## config.mk

```make
export PLATFORM = sky130hd
export DESIGN_NAME = psc_div
export DESIGN_NICKNAME = d
export VERILOG_FILES = /design/src/hdl/psc_pkg.sv /design/src/hdl/psc_div.sv
export SDC_FILE = /design/constraint.sdc
export NUM_CORES = 2
export LEC_CHECK = 0
export BUFFER_PORTS_ARGS = -buffer_cell sky130_fd_sc_hd__buf_2
export CAP_MARGIN = 40
export CORE_ASPECT_RATIO = 0.75
export CORE_MARGIN = 2
export CORE_UTILIZATION = 45
export CTS_CLUSTER_SIZE = 25
export DETAILED_ROUTE_END_ITERATION = 10
export HOLD_SLACK_MARGIN = 0.05
export SYNTH_ARGS = -nofsm -noshare
export SYNTH_HDL_FRONTEND = slang
export SYNTH_MEMORY_MAX_BITS = 65536
export SYNTH_SLANG_ARGS = --single-unit
export TNS_END_PERCENT = 50
```

## constraint.sdc

```tcl
create_clock -name clk -period 6.9 [get_ports clk]
set_input_delay 0.345 -clock clk [delete_from_list [all_inputs] [get_ports clk]]
set_output_delay 0.345 -clock clk [all_outputs]
set_load 0.03 [all_outputs]
```

## src/hdl/psc_pkg.sv

```systemverilog
// ----------------------------------------------------------------------------
// psc_pkg
// Shared widths, register indexes, constants and helpers for the pressure
// and temperature compensation datapath.
// ----------------------------------------------------------------------------
package psc_pkg;

	localparam int W         = 32;
	localparam int CFG_IDX_W = 3;

	typedef enum logic [CFG_IDX_W-1:0] {
		REG_A1_A2,
		REG_A3_A4,
		REG_A5_A6,
		REG_B1_B2,
		REG_MC_MD,
		REG_OSS
	} cfg_reg_t;

	localparam logic [W-1:0] T_OFFSET   = 32'd4000;
	localparam logic [W-1:0] K_SQ       = 32'd3038;
	localparam logic [W-1:0] K_LIN      = 32'd7357;
	localparam logic [W-1:0] K_ROUND    = 32'd3791;
	localparam logic [W-1:0] K_SCALE    = 32'd50000;
	localparam logic [W-1:0] K_HALF     = 32'd32768;
	localparam logic [W-1:0] SIGN_BIT   = 32'h8000_0000;
	localparam logic [W-1:0] P_MAX      = 32'd1048575;

	function automatic logic [W-1:0] sext16(input logic [15:0] v);
		return {{16{v[15]}}, v};
	endfunction

	function automatic logic [W-1:0] asr(input logic [W-1:0] x, input logic [4:0] n);
		return W'($signed(x) >>> n);
	endfunction

endpackage

```

## src/hdl/psc_div.sv

```systemverilog
// ----------------------------------------------------------------------------
// psc_div
// Unsigned restoring divider, one quotient bit per pipeline stage, with a
// side payload and valid bit travelling alongside each beat.
// ----------------------------------------------------------------------------
module psc_div #(
	parameter int SIDE_W = 8
) (
	input  logic                   clk,
	input  logic                   arst_n,
	input  logic                   en,
	input  logic                   in_vld,
	input  logic [psc_pkg::W-1:0]  num,
	input  logic [psc_pkg::W-1:0]  den,
	input  logic [SIDE_W-1:0]      side_in,
	output logic                   out_vld,
	output logic [psc_pkg::W-1:0]  quo,
	output logic [SIDE_W-1:0]      side_out
);

	localparam int N = psc_pkg::W;

	logic [N-1:0]      num_s  [1:N];
	logic [N-1:0]      den_s  [1:N];
	logic [N-1:0]      rem_s  [1:N];
	logic [N-1:0]      quo_s  [1:N];
	logic [SIDE_W-1:0] side_s [1:N];
	logic              vld_s  [1:N];

	for (genvar k = 0; k < N; k++) begin : g_stage
		logic [N-1:0]      num_c;
		logic [N-1:0]      den_c;
		logic [N-1:0]      rem_c;
		logic [N-1:0]      quo_c;
		logic [SIDE_W-1:0] side_c;
		logic              vld_c;
		logic [N:0]        trial;
		logic [N:0]        diff;
		logic              ge;

		if (k == 0) begin : g_first
			always_comb begin
				num_c  = num;
				den_c  = den;
				rem_c  = '0;
				quo_c  = '0;
				side_c = side_in;
				vld_c  = in_vld;
			end
		end else begin : g_next
			always_comb begin
				num_c  = num_s[k];
				den_c  = den_s[k];
				rem_c  = rem_s[k];
				quo_c  = quo_s[k];
				side_c = side_s[k];
				vld_c  = vld_s[k];
			end
		end

		always_comb begin
			trial = {rem_c, num_c[N-1-k]};
			diff  = trial - {1'b0, den_c};
			ge    = !diff[N];
		end

		always_ff @(posedge clk or negedge arst_n) begin
			if (!arst_n) begin
				vld_s[k+1] <= 1'b0;
			end else if (en) begin
				vld_s[k+1] <= vld_c;
			end
		end

		always_ff @(posedge clk) begin
			if (en) begin
				num_s[k+1]  <= num_c;
				den_s[k+1]  <= den_c;
				rem_s[k+1]  <= ge ? diff[N-1:0] : trial[N-1:0];
				quo_s[k+1]  <= {quo_c[N-2:0], ge};
				side_s[k+1] <= side_c;
			end
		end
	end

	assign out_vld  = vld_s[N];
	assign quo      = quo_s[N];
	assign side_out = side_s[N];

endmodule

```

==> flow_metrics.py <==
metrics = {
    "timing": {
        "setup_viol": 0,
        "fmax_ghz": 0.204,
        "slew_headroom_pct": 19.3,
        "period_minus_slack_ns": 4.91,
        "hold_ws_ns": 0.138,
        "tightestPinTransition_ns": 1.21,
        "setup-tns-final_ns": 0,
        "hold_viol_final": 0,
        "slew_viol_final": 0,
        "rsz0062_at_grt": "no",
        "fin_skew_ns": 0.0702,
        "worst_slack_ns": 1.99,
        "min_period_over_period_pct": 71.2,
    },
    "pwr": {
        "p_sw_share_pct": 36.2,
        "p_int_mw": 57.8,
        "p_sw_mw": 32.8,
        "clkPwrFrac_pct": 20.8,
        "ir_worst_vdd_uv": 345,
        "power_density_nw_per_um2": 493,
        "power.total_mw": 90.7,
        "combPwrFrac_pct": 44.0,
        "p_seq_share_pct": 35.2,
        "leakage_nw": 72.7,
    },
    "synthesis": {
        "synth_edf_count": 3264,
        "synthAdderAreaFrac_pct": 7.93,
        "ys_ff_latch": 3296,
        "post_synth.cell_area_avg_um2": 13.0,
        "yosys_most_used_dff": "edfxtp_1",
        "syn_area_um2": 164000,
        "synthTopCellsByCount": "edfxtp_1, inv_1, ha_1",
        "synth_most_common_cell": "edfxtp_1",
        "synth_simple_gate_area_share_pct": 6.43,
        "muxShareOfSynthArea_pct": 5.88,
        "syn_inst": 12700,
        "synth_top_family_by_area": "compound AO/OA/AOI/OAI gates",
        "synth_warnings": 0,
        "synth.area.top_cells": "edfxtp_1, ha_1, mux2_2",
        "synth_compound_area_share_pct": 11.7,
        "synth_top_area_share_pct": 59.7,
        "synthXorXnorAreaFrac_pct": 4.30,
        "yosysTopAreaCell": "edfxtp_1",
        "async_reset_ff_share_pct": 0.971,
        "synth-seq-area-share_pct": 60.2,
        "yosysUniqueCellTypes": 96,
    },
    "job": {
        "cap_violations": 0,
    },
    "detailed_routing": {
        "drt_wl_total_um": 376000,
        "first_pass_iters": 8,
        "viasPerCell": 5.51,
        "ant_nets": 0,
        "drt_iter0_markers": 8494,
        "routedWlPerCell_um": 20.7,
        "drc_errors": 0,
        "via_count": 100000,
    },
    "clocking": {
        "cts-root-buf": "clkbuf_16",
        "cts_tree": "done",
        "clkLatencyLatePin_ns": 0.98,
        "clk_path_buf_depth": 4,
        "cts_buffers": 342,
        "clk_pin_slew_ns": 0.06,
        "ctsResizeCount": 0,
        "ctsHtreeMaxLevel": 5,
        "postCtsHoldBufs": 141,
        "cts_setup_buffers": 0,
        "clock_sinks": 3296,
    },
    "die": {
        "die_area_um2": 370000,
        "core_um2": 364000,
        "die_h_um": 527,
        "die_x_um": 702,
        "io_pins": 117,
        "start_util_pct": 45.1,
        "rows": 192,
    },
    "grt": {
        "grt_pass1_vias": 97900,
        "grt_use_total_pct": 19.9,
        "antenna_found_initial": 21,
        "grt_pass1_wl_um": 581000,
        "gr-total-overflow": 0,
        "grt_max_degree": 165,
    },
    "setup_path": {
        "critical_path.endpoint_type": "flip-flop",
        "crit_type": "flip-flop to flip-flop",
        "setup.worst_path.start_class": "flip-flop",
        "cp.arrival_ns": 5.55,
        "crit_required_ns": 7.54,
        "crit_fanout": 20,
    },
    "cells_and_area": {
        "nNetsFinal": 14200,
        "seq_area_um2": 98800,
        "drive_gt1_share_pct": 12.0,
        "multiInputGateArea_um2": 59900,
        "utilization_pct": 50.5,
        "syn_to_final_growth_pct": 12.0,
        "fill_cells": 31000,
    },
    "placed_design": {
        "port_buffers": 116,
        "gp_congestion": 0.908,
        "pre_cts_slack_ns": 1.92,
        "dpl.hpwl_um": 276000,
    },
    "run_status": {
        "status": "completed",
    },
    "min_path": {
        "hp-class": "primary input to flip-flop",
    },
}
[worst max-delay path: stages, from the launching register on]
cell and delay (ns):
edfxtp_1 0.39, ha_1 0.23, fa_1 0.41, nor2b_1 0.14
o21a_1 0.17, o21ai_0 0.16, a2111oi_1 0.67, buf_4 0.26
o21bai_1 0.10, a21oi_1 0.35, a211o_1 0.21, a21oi_1 0.13
xor2_4 0.66, buf_4 0.37, mux2_2 0.37
[state kept, by name, summed over array words and instances (netlist names)]
signal	cells
out_vld	1
num_s	496
rem_s	992
den_s	992
quo_s	528
g_stage.vld_c	31
side_s	256
[metal layers]
layer / GRT usage (%) / vias up / part of all wire, %
met3: 2.62 / 533 / 5.1
li1: - / 48200 / -
met2: 30.1 / 2409 / 43
met4: 4.99 / 0 / 2.4
met1: 30.3 / 49300 / 49
met5: 0 / - / 0
[cell type report]
type                    instances  area share (%)
diodes                          3         0.00408
clock buffers                 407            4.82
clock inverters               218            1.38
inverters                    1207            2.46
multi-input cells            7851            32.6
flip-flops and latches       3296            53.7
well taps                    4850            3.30
repair buffers                364            1.73
[logic make-up after synthesis]
| family | count (synthesis) |
|---|---|
| flip-flops | 3296 |
| AO/OA/AOI/OAI | 2980 |
| AND/OR/NAND/NOR | 2161 |
| buffers and inverters | 1544 |
| adder cells (fa/ha/maj) | 1023 |
| multiplexers | 866 |
| XOR/XNOR | 806 |
| other | 1 |
[final timing paths]
kind,slack [ns],start,endpoint,cells past startpoint
max in group asynchronous,6.26,arst_n,g_stage[23].vld_c,4
min reg2reg,0.38,quo_s[0][938],quo_s[0][971],0
min in group asynchronous,0.42,arst_n,g_stage[1].vld_c,4
max reg2reg,1.99,den_s[0][608],rem_s[0][652],14
min,0.14,num[23],num_s[0][55],2
max,1.99,den_s[0][608],rem_s[0][652],14
[power groups by stage]
stage,Clock (mW),Sequential (mW),Combinational [mW]
floorplan,0,30.4,30.2
global placement,0,32.4,38.4
detailed placement,0,32.3,39.3
CTS,19.5,32.0,39.7
global route,20.3,32.3,44.0
finish,18.9,31.9,39.9
[layout by cell type, fill, tap and decap left out, types with 32 or more instances in the layout]
cell type | netlist | final
edfxtp_1 | 3264 | 3264
inv_1 | 1206 | 1206
ha_1 | 993 | 993
a21oi_1 | 888 | 888
mux2_2 | 761 | 761
nand2_1 | 660 | 660
o21ai_0 | 631 | 631
xnor2_1 | 513 | 508
a21o_1 | 487 | 487
nor2_1 | 482 | 482
clkbuf_16 | 0 | 345
xor2_1 | 292 | 277
nand3_1 | 211 | 210
o21a_1 | 152 | 152
dlygate4sd3_1 | 0 | 140
nand2b_1 | 134 | 134
nor2b_1 | 131 | 131
nand4_1 | 124 | 124
buf_2 | 62 | 116
a31oi_1 | 89 | 89
and3_1 | 85 | 85
nor3_1 | 82 | 82
o31ai_1 | 78 | 78
o21bai_1 | 77 | 77
buf_4 | 5 | 74
mux2i_1 | 71 | 71
clkinv_1 | 1 | 66
clkbuf_1 | 259 | 62
o211ai_1 | 56 | 56
a211oi_1 | 51 | 51
clkinv_2 | 0 | 50
bufinv_16 | 0 | 42
and2_1 | 38 | 38
a311oi_1 | 35 | 35
nor4_1 | 34 | 34
mux2_1 | 34 | 34
a2111oi_0 | 35 | 32
or2_2 | 32 | 32
dfrtp_1 | 32 | 32
[per-stage QoR]
stage          std cells  area [um^2]
2_1_floorplan      12700       164000
3_3_place_gp       17400       171000
3_5_place_dp       17400       171000
4_1_cts            18200       184000
5_1_grt            18200       184000
6_report           18200       184000
Power figures use the tool's default switching activity.
